<file path="src/rtl/core/assert_macros.svh">
// ----------------------------------------------------------------------------
// Assertion macros
// Clocked assertion helpers; they compile away under SYNTHESIS.
// ----------------------------------------------------------------------------
`ifndef ASSERT_MACROS_SVH
`define ASSERT_MACROS_SVH

`ifndef SYNTHESIS

`define ASSERT_ALWAYS(label, cond) \
  label: assert property (@(posedge clk) disable iff (rst) (cond)) \
    else $error("assertion failed");

`define ASSERT_NEXT(label, ante, cons) \
  label: assert property (@(posedge clk) disable iff (rst) (ante) |=> (cons)) \
    else $error("assertion failed");

`else

`define ASSERT_ALWAYS(label, cond)

`define ASSERT_NEXT(label, ante, cons)

`endif

`endif

</file>
<file path="src/rtl/core/cerx_pkg.sv">
// ----------------------------------------------------------------------------
// cerx_pkg
// Types, widths and helpers for the column edge run extractor.
// ----------------------------------------------------------------------------
package cerx_pkg;

  localparam int COLUMN_LIMIT = 1024;
  localparam int ROW_W        = $clog2(COLUMN_LIMIT + 1);
  localparam int START_W      = $clog2(COLUMN_LIMIT);

  localparam int PIX_W  = 8;
  localparam int THR_W  = 8;
  localparam int RUN_W  = 11;
  localparam int GRAD_W = 12;
  localparam int MAG_W  = (ROW_W > RUN_W) ? ROW_W : RUN_W;

  localparam int RUN_MAX = 1023;
  localparam logic [THR_W-1:0] THR_RESET = 8'd20;

  localparam int FIFO_DEPTH = 4;
  localparam int FIFO_AW    = $clog2(FIFO_DEPTH);
  localparam int CNT_W      = $clog2(FIFO_DEPTH + 1);

  typedef enum logic [2:0] {
    ST_UNKNOWN = 3'b001,
    ST_DARK    = 3'b010,
    ST_BRIGHT  = 3'b100
  } edge_state_t;

  typedef struct packed {
    logic signed [RUN_W-1:0] run_length;
    logic                    last_of_column;
  } run_item_t;

  function automatic run_item_t make_run(input logic [MAG_W-1:0] mag,
                                         input logic negative,
                                         input logic last);
    logic [RUN_W-1:0] m;
    run_item_t        r;
    m = (mag > MAG_W'(RUN_MAX)) ? RUN_W'(RUN_MAX) : mag[RUN_W-1:0];
    r.run_length     = negative ? $signed(-m) : $signed(m);
    r.last_of_column = last;
    return r;
  endfunction

endpackage

</file>
<file path="src/rtl/core/pixel_if.sv">
// ----------------------------------------------------------------------------
// pixel_if
// Valid/ready channel carrying one column pixel and its column marks.
// ----------------------------------------------------------------------------
interface pixel_if;
  import cerx_pkg::*;

  logic             valid;
  logic             ready;
  logic [PIX_W-1:0] pixel;
  logic             column_start;
  logic             column_end;

  modport source (output valid, output pixel, output column_start,
                  output column_end, input ready);
  modport sink   (input valid, input pixel, input column_start,
                  input column_end, output ready);
endinterface

</file>
<file path="src/rtl/core/run_if.sv">
// ----------------------------------------------------------------------------
// run_if
// Valid/ready channel carrying one signed run length.
// ----------------------------------------------------------------------------
interface run_if;
  import cerx_pkg::*;

  logic                    valid;
  logic                    ready;
  logic signed [RUN_W-1:0] run_length;
  logic                    last_of_column;

  modport source (output valid, output run_length, output last_of_column,
                  input ready);
  modport sink   (input valid, input run_length, input last_of_column,
                  output ready);
endinterface

</file>
<file path="src/rtl/core/column_edge_run_extractor_top.sv">
// ----------------------------------------------------------------------------
// column_edge_run_extractor_top
// Edge detector and run-length tracker over one image column.
// ----------------------------------------------------------------------------
// Pixels enter on the pixels channel, top to bottom, one item per pixel, with
// column_start on the top pixel and column_end on the bottom one. Signed runs
// leave on the runs channel: positive for a bright run, negative for dark,
// zero for a column with no edge; last_of_column marks the column flush.
// The gradient, edge compare and tracker update are done in the cycle the
// pixel is taken; its results (zero, one or two) land in a four-entry output
// queue feeding runs. Throughput: one pixel per cycle while pixels.ready is
// high, i.e. the queue has room for two results, so a stalled receiver holds
// off input once three results are pending; the queue drains one result per
// cycle while runs.ready is high. cfg_we/cfg_wdata write the edge threshold
// (reset 20); the user must write it only while idle (not enforced). rst
// (synchronous) empties the queue, clears the window, the row counter and
// the tracker and restores the threshold; no clearing pass is needed.
// ----------------------------------------------------------------------------
`include "assert_macros.svh"

module column_edge_run_extractor_top (
  input  logic                      clk,
  input  logic                      rst,
  input  logic                      cfg_we,
  input  logic [cerx_pkg::THR_W-1:0] cfg_wdata,
  pixel_if.sink                     pixels,
  run_if.source                     runs
);
  import cerx_pkg::*;

  logic [THR_W-1:0]   edge_threshold;
  logic [PIX_W-1:0]   pixel_window [4];
  logic [ROW_W-1:0]   row_index;
  edge_state_t        edge_state;
  logic [START_W-1:0] run_start_row;

  run_item_t          fifo [FIFO_DEPTH];
  logic [FIFO_AW-1:0] head;
  logic [FIFO_AW-1:0] tail;
  logic [CNT_W-1:0]   count;

  logic                     accept;
  logic                     pop;
  logic [ROW_W-1:0]         r;
  edge_state_t              st0;
  edge_state_t              st1;
  logic [START_W-1:0]       s0;
  logic [START_W-1:0]       s1;
  logic                     win_ok;
  logic [START_W-1:0]       i_row;
  logic signed [GRAD_W-1:0] grad;
  logic signed [GRAD_W-1:0] t6;
  logic                     rise;
  logic                     fall;
  logic                     edge_emit;
  logic [ROW_W-1:0]         edge_mag;
  logic [ROW_W-1:0]         rc;
  logic [ROW_W-1:0]         end_row;
  logic [ROW_W-1:0]         flush_mag;
  run_item_t                edge_item;
  run_item_t                flush_item;
  run_item_t                entry0;
  logic [1:0]               push_cnt;

  assign accept       = pixels.valid && pixels.ready;
  assign pop          = runs.valid && runs.ready;
  assign pixels.ready = (count <= CNT_W'(FIFO_DEPTH - 2));

  assign runs.valid          = (count != '0);
  assign runs.run_length     = fifo[head].run_length;
  assign runs.last_of_column = fifo[head].last_of_column;

  always_comb begin
    r  = pixels.column_start ? '0 : row_index;
    st0 = pixels.column_start ? ST_UNKNOWN : edge_state;
    s0 = pixels.column_start ? '0 : run_start_row;

    win_ok = (r >= ROW_W'(4)) && (r < ROW_W'(COLUMN_LIMIT));
    i_row  = START_W'(r - ROW_W'(2));

    grad = $signed({4'b0, pixel_window[0]}) + $signed({3'b0, pixel_window[1], 1'b0})
         - $signed({3'b0, pixel_window[3], 1'b0}) - $signed({4'b0, pixels.pixel});
    t6   = $signed({2'b0, edge_threshold, 2'b0}) + $signed({3'b0, edge_threshold, 1'b0});
    rise = win_ok && (grad > t6);
    fall = win_ok && (grad < -t6);

    st1       = st0;
    s1        = s0;
    edge_emit = 1'b0;
    case (st0)
      ST_UNKNOWN: begin
        if (rise) begin
          st1 = ST_BRIGHT;
          s1  = i_row;
        end else if (fall) begin
          st1 = ST_DARK;
          s1  = i_row;
        end
      end
      ST_DARK: begin
        if (rise) begin
          st1       = ST_BRIGHT;
          s1        = i_row;
          edge_emit = 1'b1;
        end
      end
      ST_BRIGHT: begin
        if (fall) begin
          st1       = ST_DARK;
          s1        = i_row;
          edge_emit = 1'b1;
        end
      end
      default: begin
        st1 = ST_UNKNOWN;
      end
    endcase

    edge_mag  = ROW_W'(i_row) - ROW_W'(s0);
    edge_item = make_run(MAG_W'(edge_mag), (st0 == ST_DARK), 1'b0);

    rc        = (r < ROW_W'(COLUMN_LIMIT)) ? r : ROW_W'(COLUMN_LIMIT - 1);
    end_row   = rc - ROW_W'(1);
    flush_mag = (st1 != ST_UNKNOWN && end_row >= ROW_W'(s1)) ?
                (end_row - ROW_W'(s1)) : '0;
    flush_item = make_run(MAG_W'(flush_mag), (st1 == ST_DARK), 1'b1);

    entry0   = edge_emit ? edge_item : flush_item;
    push_cnt = 2'(edge_emit) + 2'(pixels.column_end);
  end

  always_ff @(posedge clk) begin
    if (rst) begin
      edge_threshold <= THR_RESET;
    end else if (cfg_we) begin
      edge_threshold <= cfg_wdata;
    end
  end

  always_ff @(posedge clk) begin
    if (rst) begin
      pixel_window[0] <= '0;
      pixel_window[1] <= '0;
      pixel_window[2] <= '0;
      pixel_window[3] <= '0;
      row_index       <= '0;
      edge_state      <= ST_UNKNOWN;
      run_start_row   <= '0;
    end else if (accept) begin
      pixel_window[0] <= pixel_window[1];
      pixel_window[1] <= pixel_window[2];
      pixel_window[2] <= pixel_window[3];
      pixel_window[3] <= pixels.pixel;
      if (pixels.column_end) begin
        row_index     <= '0;
        edge_state    <= ST_UNKNOWN;
        run_start_row <= '0;
      end else begin
        row_index     <= (r < ROW_W'(COLUMN_LIMIT)) ? r + ROW_W'(1) : ROW_W'(COLUMN_LIMIT);
        edge_state    <= st1;
        run_start_row <= s1;
      end
    end
  end

  // output queue
  always_ff @(posedge clk) begin
    if (accept && push_cnt != 2'd0) begin
      fifo[tail] <= entry0;
    end
    if (accept && push_cnt == 2'd2) begin
      fifo[tail + FIFO_AW'(1)] <= flush_item;
    end
  end

  always_ff @(posedge clk) begin
    if (rst) begin
      head  <= '0;
      tail  <= '0;
      count <= '0;
    end else begin
      if (pop) begin
        head <= head + FIFO_AW'(1);
      end
      if (accept) begin
        tail <= tail + FIFO_AW'(push_cnt);
      end
      count <= count + (accept ? CNT_W'(push_cnt) : '0) - CNT_W'(pop);
    end
  end

  `ASSERT_ALWAYS(a_queue_bound, count <= CNT_W'(FIFO_DEPTH))
  `ASSERT_NEXT(a_end_resets, accept && pixels.column_end, edge_state == ST_UNKNOWN && row_index == '0)
  `ASSERT_ALWAYS(a_start_behind, edge_state == ST_UNKNOWN || ROW_W'(run_start_row) < row_index)

endmodule
</file>
<file path="src/flat_wrapper.sv">
// flat-port wrapper written by rule: the top's interface ports become plain ports
module column_edge_run_extractor_top_flat import cerx_pkg::*;
  (clk, rst, cfg_we, cfg_wdata, pixels_valid, pixels_pixel, pixels_column_start, pixels_column_end, pixels_ready, runs_valid, runs_run_length, runs_last_of_column, runs_ready);
  pixel_if pixels_i ();
  run_if runs_i ();
  input  logic clk;
  input  logic rst;
  input  logic cfg_we;
  input  logic [cerx_pkg::THR_W-1:0] cfg_wdata;
  input wire logic [$bits(pixels_i.valid)-1:0] pixels_valid;
  input wire logic [$bits(pixels_i.pixel)-1:0] pixels_pixel;
  input wire logic [$bits(pixels_i.column_start)-1:0] pixels_column_start;
  input wire logic [$bits(pixels_i.column_end)-1:0] pixels_column_end;
  output wire logic [$bits(pixels_i.ready)-1:0] pixels_ready;
  output wire logic [$bits(runs_i.valid)-1:0] runs_valid;
  output wire logic [$bits(runs_i.run_length)-1:0] runs_run_length;
  output wire logic [$bits(runs_i.last_of_column)-1:0] runs_last_of_column;
  input wire logic [$bits(runs_i.ready)-1:0] runs_ready;
  assign pixels_i.valid = pixels_valid;
  assign pixels_i.pixel = pixels_pixel;
  assign pixels_i.column_start = pixels_column_start;
  assign pixels_i.column_end = pixels_column_end;
  assign pixels_ready = pixels_i.ready;
  assign runs_valid = runs_i.valid;
  assign runs_run_length = runs_i.run_length;
  assign runs_last_of_column = runs_i.last_of_column;
  assign runs_i.ready = runs_ready;
  column_edge_run_extractor_top u_core (.clk(clk), .rst(rst), .cfg_we(cfg_we), .cfg_wdata(cfg_wdata), .pixels(pixels_i), .runs(runs_i));
endmodule
</file>
<file path="config.mk">
export PLATFORM = sky130hd
export DESIGN_NAME = column_edge_run_extractor_top_flat
export DESIGN_NICKNAME = d
export VERILOG_FILES = /design/src/rtl/core/cerx_pkg.sv /design/src/rtl/core/pixel_if.sv /design/src/rtl/core/run_if.sv /design/src/rtl/core/column_edge_run_extractor_top.sv /design/src/flat_wrapper.sv
export VERILOG_INCLUDE_DIRS = /design/src /design/src/rtl/core
export SDC_FILE = /design/constraint.sdc
export NUM_CORES = 1
export LEC_CHECK = 0
export ABC_AREA = 1
export BUFFER_PORTS_ARGS = -buffer_cell sky130_fd_sc_hd__clkbuf_2
export CAP_MARGIN = 30
export CORE_ASPECT_RATIO = 1.2
export CORE_MARGIN = 1
export CORE_UTILIZATION = 55
export DETAILED_ROUTE_END_ITERATION = 7
export GPL_TIMING_DRIVEN = 0
export PLACE_DENSITY = 0.73
export SYNTH_ARGS = -nofsm -noshare
export SYNTH_HDL_FRONTEND = slang
export SYNTH_SLANG_ARGS = --single-unit
</file>
<file path="constraint.sdc">
create_clock -name clk -period 9.1 [get_ports clk]
set_input_delay 0.91 -clock clk [delete_from_list [all_inputs] [get_ports clk]]
set_output_delay 0.91 -clock clk [all_outputs]
set_load 0.02 [all_outputs]
</file>
# [After elaboration in Yosys (flattened, before gate mapping)]
# Memories as Yosys holds them, arrays and structs flattened. A register that Yosys moved wholly into a read port is not among the register bits.
# Cells that the tools add are included.
# Widths: inputs -> output; s select.
[totals] elab_cells=96 out_inout_bits=14 ff_bits=39 mem_count=2 mem_bits_rw=80
[memory_table] memory="u_core.fifo" depth=4 word_bits=12 read_ports=1 rd_clocked_by_memory_dff=1 wr=2 line_no="column_edge_run_extractor_top.sv:37" text="run_item_t fifo [FIFO_DEPTH];"
[memory_table] memory="u_core.pixel_window" depth=4 word_bits=8 read_ports=4 rd_clocked_by_memory_dff=0 wr=4 line_no="column_edge_run_extractor_top.sv:32" text="logic [PIX_W-1:0] pixel_window [4];"
[op_classes] n_eq_ne=6 muxes=41 bitwise_logic=4 order_cmp=8 n_addsub=18 n_reduce_logical=10
[op_table] operator="$mux 11" count=9
[op_table] operator="$mux 10" count=5
[op_table] operator="$mux 8" count=4
[op_table] operator="$pmux 10 s3" count=1
[op_table] operator="$gt 11x10->1 const B" count=2
[op_table] operator="$neg 11->11" count=2
[op_table] operator="$mux 3" count=5
[op_table] operator="$gt 12x12->1" count=1
[op_table] operator="$lt 12x12->1" count=1
[op_table] operator="$mux 12" count=1
[op_table] operator="$neg 12->12" count=1
[op_table] operator="$sub 12x10->12" count=1
[op_table] operator="$sub 12x9->12" count=1
[op_table] operator="$add 10x9->11" count=1
[op_table] operator="$add 11x1->11 const B" count=1
[op_table] operator="$ge 11x10->1" count=1
[op_table] operator="$ge 11x3->1 const B" count=1
[op_table] operator="$lt 11x11->1 const B" count=1
[op_table] operator="$mux 1" count=11
[op_table] operator="$sub 10x10->11" count=1
[op_table] operator="$sub 11x1->11 const B" count=1
[op_table] operator="$sub 11x10->11" count=1
[op_table] operator="$add 8x9->10" count=1
[op_table] operator="$sub 10x2->10 const B" count=1
[op_table] operator="other kinds (18)" count=32

# [Depth between registers and ports, before layout]
# Gate-level depths: netlist of the first run.
# An unclocked memory read counts as a cell.
[logic_depth] ltp_word=17 ltp_mapped=56 ltp_nobuf=55

# [Worst setup path after synthesis of the first run]
# Ideal clock, no wire load.
[synth_timing] path_type="reg2reg" startpoint="mem u_core.pixel_window[1][2], in the netlist u_core.pixel_window[0][10]" endpoint="mem u_core.fifo[0][7] in the netlist's numbering, data pin" path_slack_ns=2.208 setup_ns=0.253 path_stages_with_launch=44 arrival_time_ns=6.639 path_cell_list="edfxtp_1 ha_1 a21oi_1 nand2_1 a21oi_1 inv_1 a21oi_1 xor2_1 fa_1 ha_1 a21oi_1 o21ai_0 a21oi_1 nor2_1 nor2_1 xor2_1 inv_1 ha_1 [8 not listed] a221oi_1 ha_1 a21o_1 o21ai_0 nand3_1 nand2_1 nand3_2 nand4_4 ha_1 nand3_2 nor2_1 nand2_1 nand2_1 nand2_1 nand3_1 nand2_1 nand2_1 nand2_1"
[synth_lines] item="start, declared" line_no="column_edge_run_extractor_top.sv:32"
[synth_lines] item="end, declared" line_no="column_edge_run_extractor_top.sv:37"

==> impl_metrics.ini, run 1 <==
[status]
status = complete, no violations

[worst_setup_path]
worstPathMaxFanout = 11
critPathArrivalTime_ns = 8.37
cpMaxStageDelayCell = fa_1
r2r_cells = 38
required_ns = 9.25
critical_path_class = register to register
end_kind = register
slowest_delay_ns = 0.48
start_kind = register
crit_top_cell = o21ai_0

[power]
intPower_mw = 1.424
combinationalPowerShare_pct = 44.5
sequentialPowerShare_pct = 27.8
p_sw_share_pct = 40.27
p_switching_mw = 0.9602
ir_drop_v = 0.0001510
p_per_area_nw_per_um2 = 219.9
p_clk_share_pct = 27.7
power_leakage_nw = 5.031

[synth]
muxShareOfSynthArea_pct = 0
synth_top_area_share_pct = 23.36
synthCells = 1315
synthAdderAreaFrac_pct = 12.96
ys_types = 51
synthSimpleGateAreaFrac_pct = 25.58
synth_compound_area_share_pct = 13.73
seq_area_frac_synth_pct = 32.58
ys_warn_count = 0
synth_enable_flop_cells = 76
synth_xor_xnor_area_share_pct = 5.904
async_reset_ff_share_pct = 0
syn_avg_cell_area_um2 = 7.429
yosys-top-cells-area = edfxtp_1 23%, ha_1 11%, nand2_1 10%
synth_top_family_by_area = simple AND/OR/NAND/NOR gates
ys_top_cells_by_count = 270 x nand2_1, 194 x inv_1, 147 x nor2_1
syn_nets = 1432
yosysMostFrequentCell = nand2_1
synth_ff_type = edfxtp_1
synth_seq_cells = 121
synth_top_area_cell = edfxtp_1
syn_area_um2 = 9769

[floorplanning]
die_area_um2 = 18300
io_pins = 37
core_area_um2 = 17440
die_y_um = 148.0
rows = 53
die_x_um = 123.7
start_util_pct = 56.02

[detailed_routing]
drt-vias-per-instance = 5.338
post_drt_wl_per_cell_um = 13.95
drc = 0
drt_iter0_drc = 621
antenna_left = 0
dr.pass1.iters = 8
drt-total-wl_um = 22400
vias = 8573

[global_routing]
grt_overflow = 0
track_usage_pct = 26.44
grt_max_degree = 33
antenna_found_initial = 0
grt_pass1_wl_um = 37790
grt_pass1_vias = 8244

[layout]
fill_cells = 1607
multi_input_comb_area_um2 = 5695
diodes = 0
ff_latch_area_um2 = 3183
post-route-util_pct = 62.16
drive_gt1_share_pct = 10.17
area_growth_pct = 10.96
final_nets = 1490

[hold_path]
hp-class = register to register
hold_path_depth = 2

[clock_tree]
cts.sinks = 121
cts-buffers-inserted = 17
clk_latency_ns = 0.43
path_clk_slew_ns = 0.06
cts_tree = built
cts_root_buffer = clkbuf_16
cts_buffer_depth = 2
cts_max_level = 4
ctsHoldBuffers = 0

[timing]
skew_ns = 0.009565
tightest_slew_ns = 1.051
period_share_pct = 90.36
max-slew-margin-rel_pct = 29.37
hold_viol_final = 0
fin_crit_ns = 8.223
max_freq_mhz = 121.6
rsz0062_at_grt = false
drv_slew = 0
fin_tns_setup_ns = 0
setup_viol = 0

[job]
drv_cap = 0

[placement]
globalplace.congestion = 0.9416
io_buffers = 35
place_hpwl_um = 17640
-- registers in the layout, summed over array words and instances (netlist names), named ones only --
signal,flops
u_core.count,3
u_core.edge_state,3
u_core.edge_threshold,8
u_core.fifo,48
u_core.head,2
u_core.pixel_window,32
u_core.row_index,11
u_core.run_start_row,10
u_core.tail,2
-- stage by stage --
| step | std cells | setup WS [ns] | instance area [µm²] | total power, mW | hold slack, ns |
|---|---|---|---|---|---|
| after floorplan | 1315 | 2.208 | 9769 | 1.500 | 0.4363 |
| after global placement | 1570 | 0.6642 | 10220 | 1.703 | 0.4565 |
| after detailed placement | 1575 | 0.7007 | 10270 | 1.727 | 0.4589 |
| after CTS | 1607 | 0.6543 | 10830 | 2.391 | 0.4703 |
| after global routing | 1606 | 0.1250 | 10840 | 2.602 | 0.4928 |
| final | 1606 | 0.8773 | 10840 | 2.384 | 0.4685 |
-- cell families after synthesis --
group                    after synthesis
flip-flops                           121
AND/OR/NAND/NOR                      560
AO/OA/AOI/OAI                        244
XOR/XNOR                              65
adder cells (fa/ha/maj)               94
buffers and inverters                231
-- layer usage --
layer	routed length [µm]	global-route usage (%)
met1	10130	33.22
met2	10620	43.94
met3	971	4.514
met4	680	11.69
met5	0	0
-- timing repair --
item | in CTS | in global routing
gates resized for setup | 0 | 2
buffers inserted | 0 | 0
endpoints found under the setup margin | 0 | 16
-- cells in the final DEF, fill, tap and decap left out, types with 4 or more instances in the layout --
cell,instances
clkbuf_2,36
edfxtp_1,76
inv_2,5
clkbuf_1,16
inv_6,7
nor2_1,147
o21ai_0,110
inv_1,194
nand2_2,20
fa_1,12
nor3_1,22
o21ai_1,13
xor2_1,43
dfxtp_1,45
buf_2,5
ha_1,82
nand4_1,11
clkbuf_16,17
a21oi_1,59
nor2_4,4
o22ai_1,35
nand3_2,6
nand3_1,57
nand2_1,270
a31oi_1,4
xnor2_1,21
-- power by group through the flow --
stage	Sequential (mW)	Combinational (mW)	Clock [mW]
finish	0.663	1.06	0.660
global route	0.668	1.24	0.693
CTS	0.663	1.07	0.663
detailed placement	0.674	1.05	0
global placement	0.673	1.03	0
floorplan	0.668	0.832	0
-- worst max-delay path, delay by kind of cell, from the launching register on --
family                     cells  cell delay [ns]
adders and majority gates      7             2.53
and+or+nand+nor               15             1.98
buffers and inverters          2             0.21
AOI/OAI and AO/OA             13             2.60
DFF                            1             0.35
xor gates and xnor gates       1             0.29
-- final cells by class --
type / instances / share of cell area [%]
clock inverter: 15 / 1.293
timing repair buffer: 40 / 2.031
inverter: 204 / 7.156
clock buffer: 17 / 3.924
buffer: 26 / 1.154
sequential: 121 / 29.36
tap: 220 / 2.539
multi-input combinational: 963 / 52.54
-- worst paths after layout --
check,from,to,slack [ns]
setup / recovery,u_core.pixel_window[0][8]$_SDFFCE_PN0P_,u_core.fifo[3][2]$_DFFE_PP_,0.88
hold / removal,u_core.head[1]$_SDFFE_PP0P_,u_core.head[1]$_SDFFE_PP0P_,0.47
setup reg to reg,u_core.pixel_window[0][8]$_SDFFCE_PN0P_,u_core.fifo[3][2]$_DFFE_PP_,0.88
hold reg to reg,u_core.head[1]$_SDFFE_PP0P_,u_core.head[1]$_SDFFE_PP0P_,0.47
No activity file was read; power rests on OpenSTA's default activity.
==> run 2: changes to the inputs <==
--- a/config.mk
+++ b/config.mk
@@ -14,6 +14,7 @@
 export CORE_UTILIZATION = 55
 export DETAILED_ROUTE_END_ITERATION = 7
 export GPL_TIMING_DRIVEN = 0
+export MAX_ROUTING_LAYER = met4
 export PLACE_DENSITY = 0.73
 export SYNTH_ARGS = -nofsm -noshare
 export SYNTH_HDL_FRONTEND = slang
==> impl_metrics.ini, run 2 (synthesis gave the netlist of run 1 again) <==
[floorplanning]
die_y_um = 148.0
core_area_um2 = 17440
die_x_um = 123.7
start_util_pct = 56.02
rows = 53
die_area_um2 = 18300
io_pins = 37

[worst_setup_path]
rr_startpoint = u_core.pixel_window[0][10]$_SDFFCE_PN0P_
r2r-end = u_core.fifo[3][11]$_DFFE_PP_
crit_cells = 41
r2r_slack_ns = 0.83
worstPathMaxFanout = 11
crit_top_cell = nand2_1
cpMaxStageDelayCell = fa_1
crit_path_end = u_core.fifo[3][11]$_DFFE_PP_
end_kind = register
crit_start = u_core.pixel_window[0][10]$_SDFFCE_PN0P_
critPathArrivalTime_ns = 8.44
required_ns = 9.28
worst-path-buf-inv = 4
start_kind = register
slowest_delay_ns = 0.47
crit_family = simple AND/OR/NAND/NOR gates
critical_path_class = register to register
r2r_cells = 41

[detailed_routing]
drt-vias-per-instance = 5.328
routed-wl-met3_um = 785
vias = 8562
drt_iter0_drc = 636
drt-total-wl_um = 22660
drc = 0
antenna_left = 0
wl_met1_um = 10290
highest-signal-layer = met4
dr.pass1.iters = 7
wl_met2_um = 11190
post_drt_wl_per_cell_um = 14.10

[layout]
final_nets = 1490
layout_commonest_cell = nand2_1
drive_gt1_share_pct = 10.25
largest_reg_flops = 48
top_register = u_core.fifo
area_growth_pct = 11.36
final_cell_mix = 270 x nand2_1, 194 x inv_1, 147 x nor2_1
reg_top3 = u_core.fifo: 48 flops, u_core.pixel_window: 32 flops, u_core.row_index: 11 flops
postLayoutCellArea_um2 = 10880

[global_routing]
antenna_found_initial = 0
track_usage_pct = 27.39
grt_overflow = 0
grt_pass1_wl_um = 37940
grt_pass1_vias = 8072
grt_max_degree = 33

[timing]
period_share_pct = 90.85
skew_ns = 0.009732
max-slew-margin-rel_pct = 30.80
fin_tns_setup_ns = 0
fin_crit_ns = 8.267
hold_viol_final = 0
max_freq_mhz = 121.0
drv_slew = 0
tightest_slew_ns = 1.030
rsz0062_at_grt = false
setup_viol = 0

[placement]
place_hpwl_um = 17810
placed_area_um2 = 10270
io_buffers = 35
globalplace.congestion = 0.9456

[power]
intPower_mw = 1.456
p_sw_share_pct = 40.07
combinationalPowerShare_pct = 44.3
ir_drop_v = 0.0001546
p_clk_share_pct = 28.4
power_leakage_nw = 5.043
p_switching_mw = 0.9735
power.total_mw = 2.429
p_per_area_nw_per_um2 = 223.3
sequentialPowerShare_pct = 27.3

[clock_tree]
cts_max_level = 4
ctsResizeCount = 0
cts_setup_buffers = 0
cts.sinks = 121
cts-buffers-inserted = 17
ctsHoldBuffers = 0
cts_root_buffer = clkbuf_16
clk_latency_ns = 0.43
cts_buffer_depth = 2
cts_tree = built
path_clk_slew_ns = 0.06

[job]
drv_cap = 0

[hold_path]
hp-class = register to register

[status]
status = complete, no violations
==> run 2: power by group through the flow <==
stage	Clock [mW]	Sequential, mW	Combinational [mW]
final	0.691	0.663	1.08
after global routing	0.724	0.669	1.25
after CTS	0.695	0.664	1.08
after detailed placement	0	0.675	1.06
after global placement	0	0.673	1.03
after floorplan	0	0.668	0.832
==> run 2: layout make-up <==
| type | instances | area (µm²) |
|---|---|---|
| antenna | 1 | 2.502 |
| buffer | 26 | 125.1 |
| clock buffer | 18 | 429.2 |
| clock inverter | 14 | 163.9 |
| fill | 1561 | 6561 |
| inverter | 204 | 775.7 |
| multi-input combinational | 963 | 5702 |
| sequential | 121 | 3183 |
| tap | 220 | 275.3 |
| timing repair buffer | 40 | 222.7 |
==> run 2: how the worst min path moves through the flow <==
stage                           startpoint                          end  slack [ns]  cells after the start
6_report       u_core.head[1]$_SDFFE_PP0P_  u_core.head[1]$_SDFFE_PP0P_        0.47                      2
3_5_place_dp   u_core.head[1]$_SDFFE_PP0P_  u_core.head[1]$_SDFFE_PP0P_        0.46                      2
4_1_cts        u_core.head[1]$_SDFFE_PP0P_  u_core.head[1]$_SDFFE_PP0P_        0.47                      2
2_1_floorplan  u_core.head[1]$_SDFFE_PP0P_                     register        0.44                      2
5_1_grt        u_core.head[1]$_SDFFE_PP0P_  u_core.head[1]$_SDFFE_PP0P_        0.51                      2
3_3_place_gp   u_core.head[1]$_SDFFE_PP0P_  u_core.head[1]$_SDFFE_PP0P_        0.45                      2
==> run 2: worst register-to-register path, delay by kind of cell, from the launching register on <==
family	cells	cell delay, ns
simple gates	18	2.79
buf+inv	4	0.35
compound gates	11	1.99
flops	1	0.39
xor+xnor	2	0.46
fa+ha+maj	6	2.02
==> run 2: per-stage QoR <==
step | util [%] | std cells | hold WS (ns) | setup WS, ns
6_report | 62.38 | 1607 | 0.4708 | 0.8327
5_1_grt | 62.36 | 1606 | 0.5105 | 0.1649
4_1_cts | 62.28 | 1607 | 0.4722 | 0.5439
3_5_place_dp | 58.88 | 1575 | 0.4600 | 0.6041
3_3_place_gp | 58.60 | 1570 | 0.4546 | 0.6900
2_1_floorplan | - | 1315 | 0.4363 | 2.208
==> run 2: per-layer routing <==
metal | track usage, % | vias up
met4 | 8.434 | 0
li1 | - | 4461
met5 | - | -
met2 | 46.39 | 205
met1 | 32.98 | 3863
met3 | 4.360 | 33
==> run 3: changes to the inputs <==
--- a/config.mk
+++ b/config.mk
@@ -7,7 +7,7 @@
 export NUM_CORES = 1
 export LEC_CHECK = 0
 export ABC_AREA = 1
-export BUFFER_PORTS_ARGS = -buffer_cell sky130_fd_sc_hd__clkbuf_2
+export BUFFER_PORTS_ARGS = -buffer_cell sky130_fd_sc_hd__buf_2
 export CAP_MARGIN = 30
 export CORE_ASPECT_RATIO = 1.2
 export CORE_MARGIN = 1
@@ -16,6 +16,7 @@
 export GPL_TIMING_DRIVEN = 0
 export MAX_ROUTING_LAYER = met4
 export PLACE_DENSITY = 0.73
+export SLEW_MARGIN = 10
 export SYNTH_ARGS = -nofsm -noshare
 export SYNTH_HDL_FRONTEND = slang
 export SYNTH_SLANG_ARGS = --single-unit
==> impl_metrics.ini, run 3 (synthesis gave the netlist of run 1 again) <==
[floorplanning]
core_area_um2 = 17440
io_pins = 37
rows = 53
die_area_um2 = 18300
start_util_pct = 56.02
die_y_um = 148.0
die_x_um = 123.7

[worst_setup_path]
cpMaxStageDelayCell = fa_1
required_ns = 9.28
r2r_slack_ns = 0.66
worst-path-buf-inv = 4
start_kind = register
end_kind = register
slowest_delay_ns = 0.47
crit_family = simple AND/OR/NAND/NOR gates
r2r-end = u_core.fifo[2][11]$_DFFE_PP_
r2r_cells = 41
worstPathMaxFanout = 11
rr_startpoint = u_core.pixel_window[0][10]$_SDFFCE_PN0P_
crit_top_cell = nand2_1
critical_path_class = register to register
critPathArrivalTime_ns = 8.62

[clock_tree]
cts-buffers-inserted = 17
cts_root_buffer = clkbuf_16
cts.sinks = 121
path_clk_slew_ns = 0.07
cts_max_level = 4
cts_tree = built
cts_buffer_depth = 2
clk_latency_ns = 0.43
cts_setup_buffers = 0

[placement]
globalplace.congestion = 0.9555
io_buffers = 35
placed_area_um2 = 10260
place_hpwl_um = 18040
post-place-ws_ns = 0.6178

[timing]
hold_viol_final = 0
holdWs_ns = 0.4810
fin_crit_ns = 8.439
drv_slew = 0
fin_tns_setup_ns = 0
setup_viol = 0
tightest_slew_ns = 1.015
finalWorstSetupSlack_ns = 0.6609
skew_ns = 0.008211
max-slew-margin-rel_pct = 31.84
rsz0062_at_grt = false
max_freq_mhz = 118.5
period_share_pct = 92.74

[global_routing]
track_usage_pct = 26.83
antenna_found_initial = 1
grt_pass1_wl_um = 37290
gr-usage-met2_pct = 44.78
busiest_layer = met2
globalRouteMet1Util_pct = 32.32
grt_overflow = 0
grt_max_degree = 33
grt_util_met3_pct = 3.511
grt_pass1_vias = 8063

[detailed_routing]
drt-vias-per-instance = 5.352
drt_iter0_drc = 618
antenna_left = 0
vias = 8616
drt-total-wl_um = 22900
post_drt_wl_per_cell_um = 14.22
dr.pass1.iters = 5
drc = 0

[hold_path]
hp-class = register to register
hold_path_depth = 2
min_to = u_core.row_index[1]$_SDFFE_PP0P_
hold_start = u_core.row_index[1]$_SDFFE_PP0P_

[layout]
multi_input_comb_area_um2 = 5702
final_nets = 1493
postLayoutCellArea_um2 = 10870
area_growth_pct = 11.24
layout_commonest_cell = nand2_1
final_cell_mix = 270 x nand2_1, 194 x inv_1, 147 x nor2_1
drive_gt1_share_pct = 10.51
reg_top3 = u_core.fifo: 48 flops, u_core.pixel_window: 32 flops, u_core.row_index: 11 flops
fill_cells = 1586
ff_latch_area_um2 = 3183
largest_reg_flops = 48
top_register = u_core.fifo

[job]
drv_cap = 0

[power]
p_per_area_nw_per_um2 = 222.8
ir_drop_v = 0.0001542
power_leakage_nw = 5.036
power.total_mw = 2.422

[status]
status = complete, no violations
-- run 3: where the power goes --
group          switching, mW  internal [mW]  leakage [nW]
combinational          0.682          0.413          3.61
clock                  0.298          0.364         0.271
sequential            0.0262          0.638          1.16
total                   1.01           1.42          5.04
-- run 3: metrics by stage --
step	std cells	utilization, %
floorplan	1315	-
global placement	1570	58.60
detailed placement	1575	58.83
CTS	1607	62.13
global route	1610	62.31
finish	1610	62.31
-- run 3: repair_timing --
action,in CTS,in global routing
endpoints found under the setup margin,0,16
hold buffers,0,0
gates resized for setup,0,3
-- run 3: layout make-up --
cell class	count	area share, %
multi-input cells	963	52.46
well taps	220	2.533
plain buffers	26	1.151
clock buffers	17	3.914
repair buffers	43	2.118
flip-flops and latches	121	29.29
diodes	1	0.02303
clock inverters	15	1.370
inverters	204	7.138
-- run 3: tightest hold or removal path, delay by kind of cell (launching register included) --
family	cells	cell delay (ns)
buffers and inverters	1	0.06
AOI/OAI and AO/OA	1	0.07
DFF	1	0.30
-- run 3: metal layers --
layer / up-vias / part of all wire (%)
li1: 4468 / -
met1: 3914 / 45
met2: 186 / 49
met3: 48 / 3.1
met4: 0 / 3.0
met5: - / 0
-- run 3: worst max-delay path by stage --
stage	start	slack [ns]	cells after the start	to
2_1_floorplan	u_core.pixel_window[0][10]$_SDFFCE_PN0P_	2.21	43	u_core.fifo[0][7]$_DFFE_PP_
3_3_place_gp	u_core.pixel_window[0][10]$_SDFFCE_PN0P_	0.66	42	u_core.fifo[0][11]$_DFFE_PP_
3_5_place_dp	u_core.pixel_window[0][3]$_SDFFCE_PN0P_	0.62	42	u_core.fifo[1][11]$_DFFE_PP_
4_1_cts	u_core.pixel_window[0][3]$_SDFFCE_PN0P_	0.48	42	u_core.fifo[2][11]$_DFFE_PP_
5_1_grt	u_core.pixel_window[0][10]$_SDFFCE_PN0P_	0.02	41	u_core.fifo[2][11]$_DFFE_PP_
6_report	u_core.pixel_window[0][10]$_SDFFCE_PN0P_	0.66	41	u_core.fifo[2][11]$_DFFE_PP_
